<file path="src/hdl/rld_pkg.sv">
// ----------------------------------------------------------------------------
// rld_pkg
// Shared widths, register indexes, reset values and helpers for the ray luma
// edge detector.
// ----------------------------------------------------------------------------
`default_nettype none

package rld_pkg;

    localparam int LUMA_W  = 8;
    localparam int DERIV_W = 10;
    localparam int MAG_W   = 9;
    localparam int IDX_W   = 10;
    localparam int THR_W   = 8;
    localparam int STEP_W  = 15;
    localparam int DIST_W  = 15;
    localparam int PROD_W  = IDX_W + STEP_W;
    localparam int DIST_SHIFT = 10;
    localparam int WIN_DEPTH  = 4;

    localparam int MAX_RAY_SAMPLES = 1024;
    localparam logic [IDX_W-1:0] COUNT_MAX =
        (MAX_RAY_SAMPLES > (1 << IDX_W)) ? IDX_W'((1 << IDX_W) - 1)
                                         : IDX_W'(MAX_RAY_SAMPLES - 1);

    localparam logic [IDX_W-1:0] MIN_EDGE_COUNT  = IDX_W'(5);
    localparam logic [IDX_W-1:0] CENTER_OFFSET   = IDX_W'(3);
    localparam logic [LUMA_W-1:0] LUMA_RESET     = LUMA_W'(127);

    // configuration port
    localparam int CFG_IDX_W  = 1;
    localparam int CFG_DATA_W = 15;
    localparam logic [CFG_IDX_W-1:0] REG_EDGE_THRESHOLD = 1'b0;
    localparam logic [CFG_IDX_W-1:0] REG_RAY_STEP_Q14   = 1'b1;
    localparam logic [THR_W-1:0]  THRESHOLD_RESET = THR_W'(20);
    localparam logic [STEP_W-1:0] RAY_STEP_RESET  = STEP_W'(16384);

    typedef struct packed {
        logic             rising_edge;
        logic [IDX_W-1:0] edge_index;
    } edge_cand_t;

    function automatic logic [MAG_W-1:0] abs_mag(input logic signed [DERIV_W-1:0] v);
        logic signed [DERIV_W-1:0] neg;
        neg = -v;
        return v[DERIV_W-1] ? neg[MAG_W-1:0] : v[MAG_W-1:0];
    endfunction

endpackage

`default_nettype wire

</file>
<file path="src/hdl/rld_deriv.sv">
// ----------------------------------------------------------------------------
// rld_deriv
// Sample window, doubled derivative and peak test. State advances on every
// accepted sample; the edge decision for that sample is combinational.
// ----------------------------------------------------------------------------
`default_nettype none

module rld_deriv
    import rld_pkg::*;
(
    input  wire logic              clk,
    input  wire logic              rst_n,
    input  wire logic              accept,
    input  wire logic [LUMA_W-1:0] luma,
    input  wire logic              masked_sample,
    input  wire logic              ray_start,
    input  wire logic [THR_W-1:0]  edge_threshold,
    output logic                   hit,
    output edge_cand_t             cand
);

    logic [LUMA_W-1:0]         luma_win_reg [WIN_DEPTH];
    logic [WIN_DEPTH-1:0]      mask_win_reg;
    logic signed [DERIV_W-1:0] prev_deriv_reg;
    logic signed [DERIV_W-1:0] older_deriv_reg;
    logic                      prev_valid_reg;
    logic [IDX_W-1:0]          count_reg;

    logic [LUMA_W-1:0]         w0, w1, w2;
    logic                      any_mask;
    logic signed [DERIV_W-1:0] prev_d, older_d, deriv;
    logic                      prev_ok;
    logic [IDX_W-1:0]          count;
    logic [MAG_W-1:0]          t2, mag_d, mag_p, mag_o;
    logic                      valid_now;
    logic [IDX_W-1:0]          count_next;

    // a ray start sees the cleared window
    always_comb
    begin
        w0       = ray_start ? LUMA_RESET : luma_win_reg[0];
        w1       = ray_start ? LUMA_RESET : luma_win_reg[1];
        w2       = ray_start ? LUMA_RESET : luma_win_reg[2];
        any_mask = masked_sample | ray_start | (|mask_win_reg);
        prev_d   = ray_start ? '0 : prev_deriv_reg;
        older_d  = ray_start ? '0 : older_deriv_reg;
        prev_ok  = ray_start ? 1'b0 : prev_valid_reg;
        count    = ray_start ? '0 : count_reg;
    end

    // window entry 3 is cleared to the same value as entry 2 on ray start
    logic [LUMA_W-1:0] w3;
    assign w3 = ray_start ? LUMA_RESET : luma_win_reg[3];

    assign deriv = $signed({2'b00, luma}) + $signed({2'b00, w0})
                 - $signed({2'b00, w2}) - $signed({2'b00, w3});

    assign t2    = {edge_threshold, 1'b0};
    assign mag_d = abs_mag(deriv);
    assign mag_p = abs_mag(prev_d);
    assign mag_o = abs_mag(older_d);

    assign valid_now = (count > MIN_EDGE_COUNT) && (mag_d > t2) && !any_mask;

    assign hit = (count >= MIN_EDGE_COUNT) && (mag_p > t2) && (mag_p > mag_o)
              && (mag_p > mag_d) && prev_ok;

    assign cand.rising_edge = !prev_d[DERIV_W-1] && (prev_d != '0);
    assign cand.edge_index  = count - CENTER_OFFSET;

    assign count_next = (count < COUNT_MAX) ? count + IDX_W'(1) : count;

    always_ff @(posedge clk or negedge rst_n)
    begin
        if (!rst_n)
        begin
            for (int i = 0; i < WIN_DEPTH; i++)
            begin
                luma_win_reg[i] <= LUMA_RESET;
            end
            mask_win_reg    <= '1;
            prev_deriv_reg  <= '0;
            older_deriv_reg <= '0;
            prev_valid_reg  <= 1'b0;
            count_reg       <= '0;
        end
        else if (accept)
        begin
            luma_win_reg[0] <= luma;
            luma_win_reg[1] <= w0;
            luma_win_reg[2] <= w1;
            luma_win_reg[3] <= w2;
            mask_win_reg    <= ray_start ? {{(WIN_DEPTH-1){1'b1}}, masked_sample}
                                         : {mask_win_reg[WIN_DEPTH-2:0], masked_sample};
            older_deriv_reg <= prev_d;
            prev_deriv_reg  <= deriv;
            prev_valid_reg  <= valid_now;
            count_reg       <= count_next;
        end
    end

endmodule

`default_nettype wire

</file>
<file path="config.mk">
export PLATFORM = sky130hd
export DESIGN_NAME = rld_deriv
export DESIGN_NICKNAME = d
export VERILOG_FILES = /design/src/hdl/rld_pkg.sv /design/src/hdl/rld_deriv.sv
export SDC_FILE = /design/constraint.sdc
export NUM_CORES = 1
export LEC_CHECK = 0
export BUFFER_PORTS_ARGS = -buffer_cell sky130_fd_sc_hd__buf_2
export CAP_MARGIN = 25
export CORE_MARGIN = 4
export CORE_UTILIZATION = 55
export CTS_CLUSTER_DIAMETER = 80
export DETAILED_ROUTE_END_ITERATION = 10
export PLACE_DENSITY = 0.79
export SYNTH_ARGS = -nofsm -noshare
export SYNTH_HDL_FRONTEND = slang
export SYNTH_SLANG_ARGS = --single-unit
</file>
<file path="constraint.sdc">
create_clock -name clk -period 17.2 [get_ports clk]
set_clock_uncertainty 0.2 [all_clocks]
set_input_delay 4.3 -clock clk [delete_from_list [all_inputs] [get_ports clk]]
set_output_delay 4.3 -clock clk [all_outputs]
set_load 0.005 [all_outputs]
</file>
==> results of run 1 <==
## final timing paths
| path | start | endpoint | slack [ns] | cells after the start |
|---|---|---|---|---|
| worst max-delay path | ray_start | hit | 3.53 | 22 |
| worst max register to register | luma_win_reg[11]$_DFFE_PN1P_ | prev_valid_reg$_DFFE_PN0P_ | 11.97 | 21 |
| worst min-delay path | luma_win_reg[9]$_DFFE_PN1P_ | luma_win_reg[9]$_DFFE_PN1P_ | 0.30 | 2 |
| max in group asynchronous | rst_n | luma_win_reg[7]$_DFFE_PN0P_ | 12.31 | 2 |
| min in group asynchronous | rst_n | count_reg[1]$_DFFE_PN0P_ | 3.93 | 2 |
| worst min register to register | luma_win_reg[9]$_DFFE_PN1P_ | luma_win_reg[9]$_DFFE_PN1P_ | 0.30 | 2 |
## cell families (layout without fill, tap and decap cells)
| group | count (synthesis) | count (layout) | share of synthesized area (%) |
|---|---|---|---|
| flip-flops | 67 | 67 | 31.6 |
| AO/OA/AOI/OAI | 117 | 117 | 14.2 |
| adder cells (fa/ha/maj) | 66 | 66 | 17.4 |
| XOR/XNOR | 44 | 44 | 7.23 |
| AND/OR/NAND/NOR | 190 | 190 | 17.6 |
| multiplexers | 29 | 29 | 5.87 |
| buffers and inverters | 85 | 106 | 6.10 |
## power by group through the flow
stage	clock, mW	sequential, mW	combinational, mW
after global routing	0.149	0.231	0.548
after CTS	0.142	0.226	0.485
final	0.139	0.228	0.487
after floorplan	0	0.212	0.381
after global placement	0	0.226	0.455
after detailed placement	0	0.229	0.481
## cell usage in the layout (no fill, tap or decap), drive strengths merged, types with 17 or more instances in the layout
cell type,count
ha,50
nand2b,17
mux2,23
inv,57
buf,35
xnor2,25
nand2,25
nor2,77
a21oi,43
dfstp,32
o21ai,25
dfrtp,35
xor2,19
## cells in the mapped netlist, types with 3 or more instances
master and number:
nand2b_1 17, buf_2 7, nand2_1 25, o21a_1 6, nand4_1 7, dfstp_2 32, ha_1 50, nor2b_1 12
o31ai_1 6, a21o_1 6, inv_1 55, dfrtp_1 35, nor4_1 3, and3_1 4, xor2_1 19, mux2i_1 6
clkbuf_1 20, o21ai_0 24, nor2_1 75, nand3_1 9, fa_1 16, or2_2 5, o22ai_1 3, nand3b_1 8
a21oi_2 3, xnor2_1 24, o21bai_1 3, nor3_1 9, a21oi_1 40, mux2_2 23, nor3b_1 4, a211oi_1 4
## metal layers
layer	GRT usage, %	vias to the layer above	share of wire (%)
li1	-	2066	-
met1	26.7	2030	44
met2	36.3	107	50
met3	4.32	15	4.3
met4	6.76	0	2.0
met5	0	-	0
## stage by stage
step	util (%)	area [um2]	cells
6_report	60.6	5870	752
3_3_place_gp	58.5	5660	736
4_1_cts	60.6	5870	752
3_5_place_dp	58.5	5660	736
2_1_floorplan	-	5440	598
5_1_grt	60.6	5870	752
## worst reg2reg max path, delay by kind of cell (launching register included)
| family | cells | cell delay (ns) |
|---|---|---|
| compound gates | 9 | 1.93 |
| xor+xnor | 1 | 0.14 |
| fa+ha+maj | 4 | 1.67 |
| buf+inv | 2 | 0.09 |
| flops | 1 | 0.53 |
| simple gates | 5 | 0.56 |
## final cells by class
class	instances	area, um2	share of cell area, %
Multi-Input combinational cell	446	3390	57.7
Sequential cell	67	1720	29.2
Inverter	55	206	3.52
Timing Repair Buffer	35	183	3.11
Tap cell	133	166	2.83
Clock buffer	11	153	2.60
Clock inverter	5	57.6	0.980
==> reports/metrics.cfg, run 1 <==
[sta]
fmax_mhz=73.2
final_max_slew_viol_count=0
finalHoldViolations=0
fin_setup_tns_ns=0
fin_crit_sh_pct=79.5
setup_viol=0
rsz0062_at_grt=false
tightest_slew_ns=0.845
period_minus_slack_ns=13.67
fin_ws_ns=3.53
hold_slack_ns=0.300
slew_headroom_pct=43.7

[clock_network]
ctsResizeCount=0
cts-root-buf=clkbuf_8
cts_buffers=9
htree_num_levels=3
clock-sinks=67
clkTransAtPathRegs_ns=0.08
worstSkewPairLatency_ns=0.34
cts_setup_buffers=0
postCtsHoldBufs=0
cts_buffer_depth=2
tritoncts=yes

[pwr]
seqPwrFrac_pct=26.7
p_int_mw=0.482
swShare_pct=43.6
p_total_mw=0.854
combPwrFrac_pct=57.1
ir_drop_v=0.0000722
power_density_mw_per_mm2=145
power.switching_mw=0.372
leakage_nw=2.58
clkPwrFrac_pct=16.2

[yosys]
synth_area_leaders=dfrtp_1, dfstp_2, ha_1
seq_area_frac_synth_pct=31.6
syn_inst=598
yosys_warnings=0
async_flop_share_pct=100
synth.largest_area_cell=dfrtp_1
synthDistinctLibCells=62
synth_top_area_share_pct=16.1
syn_nets=685
synthFlopType=dfrtp_1
ys_ff_latch=67
syn_area_per_cell_um2=9.09
synth_area_mm2=0.00544
synth_edf_count=0

[route]
drtPass1Iterations=5
wl_per_cell_um=15.6
dr_total_vias=4218
drc=0
ant_nets=0
drt_iter0_markers=234
drt_wl_total_um=11800
vias_per_cell=5.61

[setup_path]
worstPathCellList=buf_2 -> nor2_1 -> fa_1 -> inv_1 -> fa_1 -> inv_1 -> ha_1 -> a21oi_2 -> nor2b_2 -> o31ai_4 -> a21oi_2 -> a31oi_4 -> a21oi_1 -> ha_1 -> nor2b_1 -> o21a_1 -> o21a_1 -> o21ai_0 -> a221oi_1 -> a211oi_1 -> nor4_1 -> buf_2
crit_slowest_cell=fa_1
timing.critical_path.buf_inv=4
critPathLaunchType=primary input
cp.required_ns=12.70
worstSetupEndpointType=output pin
path_delay_family=compound AO/OA/AOI/OAI gates
path_class=primary input to output pin
cpPeakStageDelay_ns=0.54
arrival_ns=9.17
crit_path_max_fanout=35

[grt]
track_usage_pct=21.1
grt_max_degree=68
grt_pass1_wl_um=19600
antenna_found_initial=0
grt_pass1_vias=4214
grt-ovfl-total=0

[die]
die_area_mm2=0.0115
die_w_um=107
io_pins=33
initial_core_util_pct=56.1
coreArea_mm2=0.00968
fp-row-count=36
die_y_um=107

[run_status]
status=complete, no violations

[layout]
syn2layout_area_growth_pct=7.98
fillers=821
diodes=0
largest_reg_flops=32
drive_above_1_share_pct=20.4
nets=701

[flow_run]
drv_cap=0

[place]
pre_cts_slack_ns=3.56
hpwl_um=8770
globalplace.congestion=0.919
io_buffers=32

[worst_hold_path]
hp-class=register to register

Note: power is estimated with default switching activity, not from simulation.
==> inputs of run 2 (changes only) <==
- clock period: 17.2 -> 13.7 ns (I/O delays scaled with it)
==> run 2 against run 1 <==
Net effect: non-clock buffer count unchanged; clock power increased by 11%; critical path depth unchanged; register-to-register slack got worse by 3.5 ns; combinational power increased by 25%; total power increased by 23%; critical endpoint unchanged; cell count unchanged; sequential share of layout area increased by 0.16 points; via count increased by 1.1%; first-iteration DRC count decreased by 7.7%; worst setup slack got worse by 1.7 ns.
==> reports/metrics.cfg, run 2 (synthesis results as in run 1) <==
[clock_network]
tritoncts=yes
htree_num_levels=3
cts_buffer_depth=2
cts_buffers=9
cts_setup_buffers=0
cts-root-buf=clkbuf_8
worstSkewPairLatency_ns=0.35
ctsResizeCount=0
clock-sinks=67
clkTransAtPathRegs_ns=0.08
postCtsHoldBufs=0

[pwr]
ir_drop_v=0.0000772
leakage_nw=2.57
swShare_pct=44.6
power.switching_mw=0.468
p_int_mw=0.581
combPwrFrac_pct=58.3
power_density_mw_per_mm2=180
clkPwrFrac_pct=14.7
seqPwrFrac_pct=27.0

[die]
io_pins=33
fp-row-count=36
die_y_um=107
coreArea_mm2=0.00968
initial_core_util_pct=56.1
die_area_mm2=0.0115
die_w_um=107

[flow_run]
drv_cap=0

[grt]
grt_pass1_wl_um=19400
grt_max_degree=76
grt_pass1_vias=4226
track_usage_pct=21.0
grt-ovfl-total=0
antenna_found_initial=0

[route]
drc=0
vias_per_cell=5.67
ant_nets=0
drt_iter0_markers=216
wl_per_cell_um=15.4
drtPass1Iterations=5
drt_wl_total_um=11600
dr_total_vias=4266

[setup_path]
worstSetupEndpointType=output pin
timing.critical_path.buf_inv=4
arrival_ns=8.26
worstPathCellList=buf_2 -> nor2_1 -> fa_1 -> inv_1 -> fa_1 -> inv_1 -> ha_1 -> a21oi_2 -> nor2b_2 -> o31ai_4 -> a21oi_2 -> a31oi_4 -> and2b_1 -> xor2_1 -> ha_1 -> o21a_1 -> o21a_1 -> o21ai_0 -> a221oi_1 -> a211oi_1 -> nor4_1 -> buf_2
cp.required_ns=10.07
path_delay_family=adder cells
crit_slowest_cell=fa_1
cpPeakStageDelay_ns=0.53
crit_path_max_fanout=33
critPathLaunchType=primary input
path_class=primary input to output pin

[layout]
final_cell_mix=nor2_1, inv_1, ha_1, a21oi_1, dfrtp_1
diodes=0
largest_reg_flops=32
final_common_cell=nor2_1
syn2layout_area_growth_pct=7.39
drive_above_1_share_pct=20.4
nets=701

[place]
globalplace.congestion=0.913
hpwl_um=8710
io_buffers=32
pre_cts_slack_ns=1.85

[sta]
finalHoldViolations=0
rsz0062_at_grt=false
hold_slack_ns=0.304
slew_headroom_pct=43.4
fin_setup_tns_ns=0
fin_ws_ns=1.82
fin_crit_sh_pct=86.7
period_minus_slack_ns=11.88
tightest_slew_ns=0.849
setup_viol=0
fmax_mhz=84.2
final_max_slew_viol_count=0

[run_status]
status=complete, no violations

[worst_hold_path]
hp-class=register to register

## run 2: power by group through the flow
stage	clock (mW)	sequential [mW]	combinational (mW)
after floorplan	0	0.267	0.478
after global placement	0	0.283	0.568
after detailed placement	0	0.286	0.603
after CTS	0.159	0.282	0.607
after global routing	0.168	0.289	0.682
final	0.154	0.283	0.611
## run 2: worst paths after layout
check | startpoint | endpoint | slack, ns | cells after the start
setup reg to reg | luma_win_reg[11]$_DFFE_PN1P_ | prev_valid_reg$_DFFE_PN0P_ | 8.45 | 21
setup / recovery | ray_start | hit | 1.82 | 22
hold reg to reg | mask_win_reg[1]$_DFFE_PN1P_ | mask_win_reg[1]$_DFFE_PN1P_ | 0.30 | 2
max in group asynchronous | rst_n | luma_win_reg[23]$_DFFE_PN0P_ | 9.69 | 2
hold / removal | mask_win_reg[1]$_DFFE_PN1P_ | mask_win_reg[1]$_DFFE_PN1P_ | 0.30 | 2
min in group asynchronous | rst_n | count_reg[1]$_DFFE_PN0P_ | 3.05 | 2
## run 2: worst register-to-register path: stages, from the launching register on
cell       delay, ns
dfstp_2         0.53
nor2_1          0.06
fa_1            0.53
inv_1           0.05
fa_1            0.49
inv_1           0.04
ha_1            0.38
a21oi_2         0.19
nor2b_2         0.08
o31ai_4         0.27
a21oi_2         0.12
a31oi_4         0.34
and2b_1         0.23
xnor2_1         0.14
ha_1            0.27
nor2b_1         0.14
o21a_1          0.16
o21a_1          0.15
o21ai_0         0.17
nand2b_1        0.08
a2111oi_0       0.42
o41ai_1         0.10
## run 2: final cells by class
class / count / area [um2]
Clock buffer: 11 / 141
Clock inverter: 5 / 36.3
Fill cell: 815 / 3840
Inverter: 55 / 206
Multi-Input combinational cell: 446 / 3390
Sequential cell: 67 / 1720
Tap cell: 133 / 166
Timing Repair Buffer: 35 / 183
## run 2: metrics by stage
stage,area (um2),total power [mW],instances,util [%]
after floorplan,5440,0.745,598,-
after CTS,5840,1.05,752,60.3
after global placement,5660,0.851,736,58.5
after detailed placement,5660,0.889,736,58.5
final,5840,1.05,752,60.3
after global routing,5840,1.14,752,60.3
## run 2: metal layers
layer	up-vias	wire [um]	GRT usage (%)
met5	-	0	0
met4	0	240	6.94
met3	23	475	3.90
met2	91	5770	36.2
met1	2073	5110	26.7
li1	2079	-	-
