==> config.mk <==
export PLATFORM = sky130hd
export DESIGN_NAME = rld_scale
export DESIGN_NICKNAME = d
export VERILOG_FILES = /design/src/hdl/rld_pkg.sv /design/src/hdl/rld_scale.sv
export SDC_FILE = /design/constraint.sdc
export NUM_CORES = 1
export LEC_CHECK = 0
export BUFFER_PORTS_ARGS = -buffer_cell sky130_fd_sc_hd__buf_2
export CAP_MARGIN = 20
export CORE_MARGIN = 1.5
export CORE_UTILIZATION = 51
export CTS_CLUSTER_SIZE = 14
export DETAILED_ROUTE_END_ITERATION = 12
export PLACE_DENSITY = 0.76
export SLEW_MARGIN = 20
export SYNTH_ARGS = -nofsm -noshare
export SYNTH_HDL_FRONTEND = slang
export SYNTH_SLANG_ARGS = --single-unit
export TNS_END_PERCENT = 50
==> constraint.sdc <==
create_clock -name clk -period 7.4 [get_ports clk]
set_input_delay 1.11 -clock clk [delete_from_list [all_inputs] [get_ports clk]]
set_output_delay 1.11 -clock clk [all_outputs]
set_load 0.005 [all_outputs]
==> src/hdl/rld_pkg.sv <==
// ----------------------------------------------------------------------------
// rld_pkg
// Shared widths, register indexes, reset values and helpers for the ray luma
// edge detector.
// ----------------------------------------------------------------------------
`default_nettype none

package rld_pkg;

    localparam int LUMA_W  = 8;
    localparam int DERIV_W = 10;
    localparam int MAG_W   = 9;
    localparam int IDX_W   = 10;
    localparam int THR_W   = 8;
    localparam int STEP_W  = 15;
    localparam int DIST_W  = 15;
    localparam int PROD_W  = IDX_W + STEP_W;
    localparam int DIST_SHIFT = 10;
    localparam int WIN_DEPTH  = 4;

    localparam int MAX_RAY_SAMPLES = 1024;
    localparam logic [IDX_W-1:0] COUNT_MAX =
        (MAX_RAY_SAMPLES > (1 << IDX_W)) ? IDX_W'((1 << IDX_W) - 1)
                                         : IDX_W'(MAX_RAY_SAMPLES - 1);

    localparam logic [IDX_W-1:0] MIN_EDGE_COUNT  = IDX_W'(5);
    localparam logic [IDX_W-1:0] CENTER_OFFSET   = IDX_W'(3);
    localparam logic [LUMA_W-1:0] LUMA_RESET     = LUMA_W'(127);

    // configuration port
    localparam int CFG_IDX_W  = 1;
    localparam int CFG_DATA_W = 15;
    localparam logic [CFG_IDX_W-1:0] REG_EDGE_THRESHOLD = 1'b0;
    localparam logic [CFG_IDX_W-1:0] REG_RAY_STEP_Q14   = 1'b1;
    localparam logic [THR_W-1:0]  THRESHOLD_RESET = THR_W'(20);
    localparam logic [STEP_W-1:0] RAY_STEP_RESET  = STEP_W'(16384);

    typedef struct packed {
        logic             rising_edge;
        logic [IDX_W-1:0] edge_index;
    } edge_cand_t;

    function automatic logic [MAG_W-1:0] abs_mag(input logic signed [DERIV_W-1:0] v);
        logic signed [DERIV_W-1:0] neg;
        neg = -v;
        return v[DERIV_W-1] ? neg[MAG_W-1:0] : v[MAG_W-1:0];
    endfunction

endpackage

`default_nettype wire

==> src/hdl/rld_scale.sv <==
// ----------------------------------------------------------------------------
// rld_scale
// Edge candidate register, index-to-distance multiply and output register,
// with the ready chain for the two pipeline stages.
// ----------------------------------------------------------------------------
`default_nettype none

module rld_scale
    import rld_pkg::*;
(
    input  wire logic              clk,
    input  wire logic              rst_n,
    input  wire logic              accept,
    input  wire logic              hit,
    input  wire edge_cand_t        cand,
    input  wire logic [STEP_W-1:0] ray_step_q14,
    output logic                   in_ready,
    output logic                   out_valid,
    input  wire logic              out_ready,
    output logic                   rising_edge,
    output logic [IDX_W-1:0]       edge_index,
    output logic [DIST_W-1:0]      edge_distance_q4
);

    logic              s1_valid_reg, s1_valid_next;
    edge_cand_t        s1_cand_reg;
    logic              out_valid_reg, out_valid_next;
    logic              rising_reg;
    logic [IDX_W-1:0]  index_reg;
    logic [DIST_W-1:0] dist_reg;
    logic              s1_adv;
    logic [PROD_W-1:0] prod;

    assign s1_adv   = !out_valid_reg || out_ready;
    assign in_ready = !s1_valid_reg || s1_adv;

    always_comb
    begin
        s1_valid_next = s1_valid_reg;
        if (accept)
        begin
            s1_valid_next = hit;
        end
        else if (s1_adv)
        begin
            s1_valid_next = 1'b0;
        end
        out_valid_next = s1_adv ? s1_valid_reg : out_valid_reg;
    end

    assign prod = PROD_W'(s1_cand_reg.edge_index) * PROD_W'(ray_step_q14);

    always_ff @(posedge clk or negedge rst_n)
    begin
        if (!rst_n)
        begin
            s1_valid_reg  <= 1'b0;
            out_valid_reg <= 1'b0;
        end
        else
        begin
            s1_valid_reg  <= s1_valid_next;
            out_valid_reg <= out_valid_next;
        end
    end

    always_ff @(posedge clk)
    begin
        if (accept && hit)
        begin
            s1_cand_reg <= cand;
        end
        if (s1_adv && s1_valid_reg)
        begin
            rising_reg <= s1_cand_reg.rising_edge;
            index_reg  <= s1_cand_reg.edge_index;
            dist_reg   <= prod[DIST_SHIFT +: DIST_W];
        end
    end

    assign out_valid        = out_valid_reg;
    assign rising_edge      = rising_reg;
    assign edge_index       = index_reg;
    assign edge_distance_q4 = dist_reg;

endmodule

`default_nettype wire

==> reports/qor.txt, run 1 <==
Site row count = 39
Largest register FFs = 15
Type of origin of the critical path = input port
Crit Path Class = input port to flop
Final ANT Viol Nets = 0
Worst skew pair latency = 0.29 ns
Post-CTS sizing = 0
Dpl cell area = 6310 um^2
Mapped Area = 5940 um^2
Pwr/cell area = 433 nW/um^2
Synthesis-to-layout area growth = 8.77%
HP Class = flop to flop
Sequential share of power = 14.8%
Yosys reg bits = 39
Register area = 1160 um^2
RSZ-0062 raised after global routing = false
Die height = 111 um
Post-synth top cells = 106 x inv_1, 101 x fa_1, 85 x and2_1
GRT overflow = 0
Crit path required time = 7.44 ns
Total Routing Usage GR = 22.3%
Gp weighted congestion = 0.855
Worst Path Max Fanout = 10
Share of post-route cells with drive strength above 1 = 11.9%
Yosys Warn Count = 0
Synth area leader = fa_1
Final Skew = 0.00843 ns
CP Data Arrival Time = 5.77 ns
HPWL after DPL = 10500 um
WL/cell = 16.7 um
H-tree depth = 2
Die area = 12300 um^2
Slew headroom = 50.9%
Cells after synthesis = 587
Postcts setup bufs = 0
NetSw = 1.38 mW
Post-route worst setup slack = 1.67 ns
Slew @ Worst Pin = 0.737 ns
Top-count cell post-synth = inv_1
Finish-stage setup viols = 0
Pre-CTS setup slack = 1.40 ns
IO Pins = 59
Via-to-Cell Ratio = 5.52
TritonRoute pass-1 iters = 5
Drt first-iter violations = 184
Worst vdd ir = 0.374 mV
Mean Syn Cell Area = 10.1 um^2
Core ar. = 11400 um^2
Post-synthesis sequential area ratio = 19.6%
Max-slew violation count = 0
Via count = 4268
Outcome = finished, final reports clean
Hold_buf cts = 0
Top cell type's share of synthesized area = 34.0%
Final Hold Vio Count = 0
Pin count of the biggest net entering global routing = 27
CTS sink count = 39
Top FF cell, synth = edfxtp_1
Post-route cell area = 6460 um^2
Comb power frac = 77.3%
Clock buffer depth = 2
Starting density of the core = 52.2%
Syn_nets = 777
TNS Setup = 0 ns
CTS root buffer = clkbuf_16
Internal power = 1.42 mW
Number of global-route vias before repair = 4681
Lkg Pwr = 3.23 nW
Yosys cell types = 45
FILL cells = 985
Clk slew on worst S/H paths = 0.06 ns
Area occupied by multi-input gates = 4280 um^2
CP endpoint kind = flop
Max cap viols = 0
Period utilisation layout = 77.4%
Fmax = 175 MHz
Post-route DRC violation count = 0
Sw Share = 49.4%
EDFF count, synth = 37
DRT Wirelength = 12900 um
First-pass GRT wire length = 21800 um
R2R Setup Slk = 1.84 ns
CTS tree = built
Initial antenna violation count = 0
Buffers on Ports = 58
CTS buffer count = 5
Fin nets = 819
Largest cells by area after synthesis = fa_1 34%, edfxtp_1 19%, ha_1 12%, and2_1 9.0%, inv_1 6.7%
FFs w/ async S/R, synth = 5.13%
Clock power share = 7.9%
Tmin final = 5.73 ns
Antenna Cells = 0
Die width = 111 um
[metal layers]
metal	GRT usage, %	part of all wire, %	vias up
met5	0	0	-
met4	8.29	2.8	0
met3	2.57	3.9	38
met2	40.2	54	121
met1	27.6	39	2187
li1	-	-	1922
[path summary, 6_finish.rpt]
path,to,depth (start not counted),startpoint
max,edge_distance_q4[14],16,ray_step_q14[12]
min,rising_edge,0,s1_cand_reg[10]
max reg2reg,edge_distance_q4[14],15,s1_cand_reg[1]
min reg2reg,rising_edge,0,s1_cand_reg[10]
max in group asynchronous,s1_valid_reg,1,rst_n
min in group asynchronous,out_valid,1,rst_n
[cell type report]
class	count	area share [%]
multi-input cells	419	66.3
clock inverters	1	0.136
well taps	143	2.77
clock buffers	7	2.21
repair buffers	58	4.49
flip-flops and latches	39	18.0
inverters	106	6.16
[critical path: stages]
cell and delay, ns:
buf_2 0.20, nand2_1 0.11, fa_1 0.58, inv_1 0.05, fa_1 0.50, fa_1 0.54
fa_1 0.50, inv_1 0.05, fa_1 0.48, inv_1 0.04, ha_1 0.41, and3_1 0.33
nand4_1 0.13, nand3b_2 0.24, mux2i_1 0.13, a2111o_1 0.38
[cells in the final DEF, fill, tap and decap left out, drive strengths merged, types with 2 or more instances in the layout]
cell type | netlist | routed
a21o | 6 | 6
a211o | 2 | 2
nand3 | 5 | 5
nor3 | 4 | 4
and3 | 4 | 4
o31ai | 2 | 2
nand4 | 4 | 4
inv | 106 | 106
buf | 2 | 58
edfxtp | 37 | 37
o21bai | 4 | 4
nand3b | 2 | 2
nand2b | 2 | 2
o22ai | 2 | 2
and2 | 85 | 85
ha | 58 | 58
o21a | 2 | 2
nor2 | 8 | 8
clkbuf | 21 | 7
xor2 | 6 | 6
a31oi | 4 | 4
o21ai | 7 | 7
nand2 | 74 | 74
fa | 101 | 101
xnor2 | 10 | 10
dfrtp | 2 | 2
a21oi | 14 | 14
[kinds of logic after synthesis]
logic type | Yosys count | share of synthesized area [%]
muxes | 1 | 0.169
xor gates and xnor gates | 16 | 2.36
and+or+nand+nor | 190 | 16.8
adders and majority gates | 159 | 46.3
AOI/OAI and AO/OA | 53 | 6.45
DFF | 39 | 19.6
buffers and inverters | 129 | 8.41
[power by group through the flow]
stage | Combinational [mW] | Clock (mW) | Sequential, mW
finish | 2.16 | 0.220 | 0.415
global route | 2.42 | 0.231 | 0.418
CTS | 2.16 | 0.224 | 0.415
detailed placement | 2.13 | 0 | 0.419
global placement | 2.06 | 0 | 0.417
floorplan | 1.65 | 0 | 0.408
[per-stage QoR]
step                      hold WS, ns  utilization, %  total power, mW  instances
final                           0.435            56.8             2.80        773
after global routing            0.456            56.8             3.07        773
after CTS                       0.442            56.8             2.80        773
after detailed placement        0.429            55.5             2.55        765
after global placement          0.401            55.5             2.48        765
after floorplan                 0.400               -             2.06        587
Power figures use the tool's default switching activity.
==> run 2, diff against run 1 <==
--- a/config.mk
+++ b/config.mk
@@ -11,7 +11,7 @@
 export CORE_UTILIZATION = 51
 export CTS_CLUSTER_SIZE = 14
 export DETAILED_ROUTE_END_ITERATION = 12
-export PLACE_DENSITY = 0.76
+export PLACE_DENSITY = 0.79
 export SLEW_MARGIN = 20
 export SYNTH_ARGS = -nofsm -noshare
 export SYNTH_HDL_FRONTEND = slang
==> constraint.sdc (replaced) <==
create_clock -name clk -period 4.7 [get_ports clk]
set_input_delay 0.705 -clock clk [delete_from_list [all_inputs] [get_ports clk]]
set_output_delay 0.705 -clock clk [all_outputs]
set_load 0.005 [all_outputs]
==> reports/qor.txt, run 2 (synthesis gave the netlist of run 1 again) <==
TritonRoute pass-1 iters = 4 (was 5)
Slew headroom = 59.4% (was 50.9%)
Post-route cell area = 7580 um^2 (was 6460 um^2)
CP endpoint kind = flop (unchanged)
Worst Path Max Fanout = 7 (was 10)
IO Pins = 59 (unchanged)
Die width = 111 um (unchanged)
CTS root buffer = clkbuf_16 (unchanged)
Site row count = 39 (unchanged)
Die area = 12300 um^2 (unchanged)
Internal power = 3.56 mW (was 1.42 mW)
Finish-stage setup viols = 12 (was 0)
Final cell count without fillers = 860 (was 773)
Slew @ Worst Pin = 0.609 ns (was 0.737 ns)
Final Hold Vio Count = 0 (unchanged)
Die height = 111 um (unchanged)
Drt first-iter violations = 160 (was 184)
TNS Setup = -1.73 ns (was 0 ns)
Sequential share of power = 10.0% (was 14.8%)
CTS buffer count = 5 (unchanged)
RSZ-0062 raised after global routing = true (was false)
NetSw = 2.75 mW (was 1.38 mW)
CTS tree = built (unchanged)
Pre-CTS setup slack = -0.577 ns (was 1.40 ns)
Failing checks = setup timing
Fin nets = 906 (was 819)
GRT overflow = 0 (unchanged)
Largest register FFs = 15 (unchanged)
Pin count of the biggest net entering global routing = 27 (unchanged)
Total Routing Usage GR = 23.5% (was 22.3%)
WL/cell = 16.4 um (was 16.7 um)
WL met1 = 5630 um (was 5050 um)
CP Data Arrival Time = 4.96 ns (was 5.77 ns)
Core Util, Final = 66.6% (was 56.8%)
Comb power frac = 83.0% (was 77.3%)
Via-to-Cell Ratio = 5.30 (was 5.52)
Core ar. = 11400 um^2 (unchanged)
Type of origin of the critical path = input port (unchanged)
Max-slew violation count = 0 (unchanged)
First-pass GRT wire length = 23100 um (was 21800 um)
H-tree depth = 2 (unchanged)
Crit Path Class = input port to flop (unchanged)
Synthesis-to-layout area growth = 27.6% (was 8.77%)
Post-route DRC violation count = 0 (unchanged)
Buffers on Ports = 58 (unchanged)
Clock power share = 7.0% (was 7.9%)
Dpl cell area = 6990 um^2 (was 6310 um^2)
DRT Wirelength = 14100 um (was 12900 um)
Met2 WL post-DR = 7650 um (was 6970 um)
Sw Share = 43.6% (was 49.4%)
Max cap viols = 0 (unchanged)
Top sig layer = met4 (unchanged)
Fmax = 203 MHz
Area occupied by multi-input gates = 4590 um^2 (was 4280 um^2)
Antenna Cells = 0 (unchanged)
Clock buffer depth = 2 (unchanged)
Period utilisation layout = 105%
Outcome = finished, violations left (was finished, final reports clean)
Post-route worst setup slack = -0.230 ns (was 1.67 ns)
Pwr/cell area = 832 nW/um^2 (was 433 nW/um^2)
FILL cells = 829 (was 985)
Routed length on met3 = 564 um (was 499 um)
Most frequent cells in the layout = 101 x inv_1, 96 x fa_1, 81 x buf_4, 77 x and2_1, 68 x nand2_1 (was 106 x inv_1, 101 x fa_1, 84 x and2_1, 74 x nand2_1)
Lkg Pwr = 3.74 nW (was 3.23 nW)
Final Skew = 0.00773 ns (was 0.00843 ns)
Clk slew on worst S/H paths = 0.05 ns (was 0.06 ns)
HPWL after DPL = 11300 um (was 10500 um)
Register area = 1160 um^2 (unchanged)
Worst skew pair latency = 0.29 ns (about the same)
Worst vdd ir = 0.543 mV (was 0.374 mV)
Crit path required time = 4.73 ns (was 7.44 ns)
Pwr Total = 6.30 mW (was 2.80 mW)
Starting density of the core = 52.2% (unchanged)
Hold WS = 0.196 ns (was 0.435 ns)
Placed cells = 835 (was 765)
CTS sink count = 39 (unchanged)
Tmin final = 4.93 ns
Initial antenna violation count = 0 (unchanged)
Most common cell after layout, fill and taps aside = inv_1 (unchanged)
Final ANT Viol Nets = 0 (unchanged)
HP Class = input port to async pin (was flop to flop)
Number of global-route vias before repair = 5002 (was 4681)
Via count = 4562 (was 4268)
Share of post-route cells with drive strength above 1 = 30.1% (was 11.9%)
Gp weighted congestion = 0.876 (was 0.855)
-- run 2: worst paths after layout --
| path | startpoint | to | slack [ns] | depth (start not counted) |
|---|---|---|---|---|
| worst max register to register | s1_cand_reg[7] | edge_distance_q4[14] | -0.22 | 15 |
| min in group clk | s1_cand_reg[10] | rising_edge | 0.42 | 0 |
| worst max-delay path | ray_step_q14[9] | edge_distance_q4[14] | -0.23 | 15 |
| max in group asynchronous | rst_n | out_valid | 4.41 | 1 |
| worst min register to register | s1_cand_reg[10] | rising_edge | 0.42 | 0 |
| worst min-delay path | rst_n | out_valid | 0.20 | 1 |
-- run 2: repair_timing --
item	4_1_cts	5_1_grt
endpoints found under the setup margin	14	14
hold buffers	0	0
pin swaps	25	14
setup buffers	15	2
hold endpoints to repair	0	0
resized for setup	48	19
cloned	0	0
-- run 2: worst max-delay path: stages --
cell and delay [ns]:
buf_4 0.15, and2_4 0.15, fa_1 0.50, fa_1 0.57
fa_2 0.45, fa_1 0.51, inv_2 0.04, fa_1 0.50
inv_2 0.05, ha_4 0.22, a21oi_2 0.16, o21ai_2 0.11
a2111oi_4 0.40, nor3_1 0.08, a2111o_1 0.35
-- run 2: routing by layer --
layer / vias to the layer above / track usage, %
li1: 2098 / -
met4: 0 / 6.32
met1: 2327 / 28.5
met2: 116 / 43.8
met5: - / 0
met3: 21 / 2.90
-- run 2: area by class of cell --
type / instances / share of cell area (%)
clock inverter: 3 / 0.892
multi-input combinational: 419 / 60.6
inverter: 106 / 5.25
sequential: 39 / 15.3
tap: 143 / 2.36
clock buffer: 5 / 1.65
timing repair buffer: 145 / 13.9
-- run 2: power groups by stage --
stage / Clock (mW) / Combinational, mW / Sequential [mW]
after floorplan: 0 / 2.96 / 0.643
after global placement: 0 / 4.29 / 0.640
after detailed placement: 0 / 4.41 / 0.641
after CTS: 0.444 / 4.96 / 0.629
after global routing: 0.456 / 5.68 / 0.634
final: 0.441 / 5.23 / 0.628
==> run 3, diff against run 2 <==
--- a/config.mk
+++ b/config.mk
@@ -7,11 +7,13 @@
 export LEC_CHECK = 0
 export BUFFER_PORTS_ARGS = -buffer_cell sky130_fd_sc_hd__buf_2
 export CAP_MARGIN = 20
+export CELL_PAD_IN_SITES_DETAIL_PLACEMENT = 0
+export CELL_PAD_IN_SITES_GLOBAL_PLACEMENT = 1
 export CORE_MARGIN = 1.5
-export CORE_UTILIZATION = 51
+export CORE_UTILIZATION = 44
 export CTS_CLUSTER_SIZE = 14
 export DETAILED_ROUTE_END_ITERATION = 12
-export PLACE_DENSITY = 0.79
+export PLACE_DENSITY = 0.85
 export SLEW_MARGIN = 20
 export SYNTH_ARGS = -nofsm -noshare
 export SYNTH_HDL_FRONTEND = slang
==> reports/qor.txt, run 3 (synthesis gave the netlist of run 1 again) <==
Gp weighted congestion = 0.865 (was 0.876)
Worst reg2reg path depth = 15 (unchanged)
Antenna Cells = 0 (unchanged)
Post-route cell area = 7550 um^2 (was 7580 um^2)
H-tree depth = 2 (unchanged)
Period utilisation layout = 105% (about the same)
HP Class = input port to async pin (unchanged)
Slew headroom = 59.1% (was 59.4%)
Die area = 14200 um^2 (was 12300 um^2)
Pin count of the biggest net entering global routing = 27 (unchanged)
R2R Setup Slk = -0.22 ns (about the same)
Most common cell after layout, fill and taps aside = inv_1 (unchanged)
Most used routing layer in global routing = met2 (unchanged)
Final cell count without fillers = 895 (was 860)
Fmax = 203 MHz (about the same)
Clock buffer depth = 2 (unchanged)
Final ANT Viol Nets = 0 (unchanged)
Placed cells = 875 (was 835)
Die height = 119 um (was 111 um)
End of the critical path = edge_distance_q4[14] (unchanged)
Outcome = finished, violations left (unchanged)
CP Data Arrival Time = 4.95 ns (was 4.96 ns)
Synthesis-to-layout area growth = 27.1% (was 27.6%)
Crit path from = s1_cand_reg[8] (was ray_step_q14[9])
Met2 usage = 39.3% (was 43.8%)
Failing checks = setup timing (unchanged)
Drt first-iter violations = 146 (was 160)
RSZ-0062 raised after global routing = true (unchanged)
Dpl cell area = 7090 um^2 (was 6990 um^2)
GRT overflow = 0 (unchanged)
Starting density of the core = 45.0% (was 52.2%)
RR Startpoint = s1_cand_reg[8] (was s1_cand_reg[7])
Crit Path Class = flop to flop (was input port to flop)
Hold WS = 0.193 ns (was 0.196 ns)
Largest register FFs = 15 (unchanged)
Post-route DRC violation count = 0 (unchanged)
Slew @ Worst Pin = 0.613 ns (was 0.609 ns)
M1 GR Usage = 25.1% (was 28.5%)
Max-slew violation count = 0 (unchanged)
CTS tree = built (unchanged)
WL/cell = 15.5 um (was 16.4 um)
CP endpoint kind = flop (unchanged)
Worst Path Max Fanout = 8 (was 7)
Clk slew on worst S/H paths = 0.06 ns (was 0.05 ns)
DRT Wirelength = 13900 um (was 14100 um)
Via-to-Cell Ratio = 4.96 (was 5.30)
Max cap viols = 0 (unchanged)
Worst vdd ir = 0.482 mV (was 0.543 mV)
Type of origin of the critical path = flop (was input port)
CTS buffer count = 5 (unchanged)
Core ar. = 13200 um^2 (was 11400 um^2)
Met3 Use GR = 3.21% (was 2.90%)
CTS root buffer = clkbuf_16 (unchanged)
Share of post-route cells with drive strength above 1 = 30.3% (was 30.1%)
Most frequent cells in the layout = 101 x inv_1, 96 x fa_1, 87 x buf_4, 79 x and2_1, 68 x nand2_1 (was 101 x inv_1, 96 x fa_1, 81 x buf_4, 77 x and2_1, 68 x nand2_1)
Site row count = 42 (was 39)
Crit path required time = 4.73 ns (about the same)
RR Endpoint = edge_distance_q4[14] (unchanged)
Total Routing Usage GR = 21.1% (was 23.5%)
Fin nets = 908 (was 906)
Final Skew = 0.00771 ns (was 0.00773 ns)
Lkg Pwr = 3.72 nW (was 3.74 nW)
Via count = 4443 (was 4562)
Initial antenna violation count = 0 (unchanged)
Tmin final = 4.92 ns (was 4.93 ns)
Final Hold Vio Count = 0 (unchanged)
First-pass GRT wire length = 23500 um (was 23100 um)
Number of global-route vias before repair = 5008 (was 5002)
CTS sink count = 39 (unchanged)
Finish-stage setup viols = 12 (unchanged)
Worst skew pair latency = 0.29 ns (about the same)
TritonRoute pass-1 iters = 4 (unchanged)
IO Pins = 59 (unchanged)
HPWL after DPL = 11700 um (was 11300 um)
Die width = 119 um (was 111 um)
Pwr/cell area = 809 nW/um^2 (was 832 nW/um^2)
Post-route worst setup slack = -0.222 ns (was -0.230 ns)
Buffers on Ports = 58 (unchanged)
==> run 3: cell types whose count changed in the layout (fill, tap and decap cells not counted), moves of 3 or more <==
cell	delta
buf_2	+5
buf_4	+6
buf_6	-8
ha_4	-3
nor2_2	-3
==> run 3: metrics by stage <==
stage	total power, mW	setup slack [ns]	utilization (%)	TNS [ns]
2_1_floorplan	3.61	-0.275	-	-2.00
3_3_place_gp	5.03	-0.529	53.7	-5.90
3_5_place_dp	5.15	-0.613	53.7	-7.17
4_1_cts	5.73	-0.251	56.1	-1.87
5_1_grt	6.64	-0.369	57.2	-3.88
6_report	6.10	-0.222	57.2	-1.74
==> run 3: layout make-up <==
type,instances,area (um^2)
Fill cell,1125,5640
Multi-Input combinational cell,419,4610
Sequential cell,39,1160
Timing Repair Buffer,147,1010
Inverter,106,398
Tap cell,176,220
Clock buffer,5,125
Clock inverter,3,23.8
==> run 3: critical path, cell delays in order, from the launching register on <==
cell	delay (ns)
edfxtp_1	0.56
buf_6	0.20
and2_1	0.15
fa_2	0.45
fa_1	0.51
fa_2	0.45
fa_1	0.49
inv_1	0.05
fa_1	0.49
inv_2	0.05
ha_4	0.23
a21oi_2	0.15
o21ai_2	0.11
a2111oi_4	0.34
nor3_1	0.08
a2111o_1	0.35
==> run 3: worst min path at each step <==
stage                              to  slack [ns]  cells after the start
after floorplan           rising_edge        0.40                      0
after global placement    rising_edge        0.40                      0
after detailed placement  rising_edge        0.42                      0
after CTS                   out_valid        0.19                      1
after global routing        out_valid        0.19                      1
final                       out_valid        0.19                      1
==> run 3: per-layer routing <==
layer	up-vias	wire (um)
met5	-	0
li1	2100	-
met4	0	267
met3	25	604
met1	2235	5450
met2	83	7540
==> run 3: power by group <==
group | switching, mW | internal (mW) | leakage [nW]
sequential | 0.0245 | 0.602 | 0.371
combinational | 2.57 | 2.56 | 3.28
clock | 0.145 | 0.198 | 0.0664
==> run 3: repair_timing <==
| action | 4_1_cts | 5_1_grt |
|---|---|---|
| hold buffers | 0 | 0 |
| setup buffers | 8 | 4 |
| resized for setup | 25 | 31 |
| endpoints found under the setup margin | 13 | 14 |
| pin swaps | 15 | 13 |
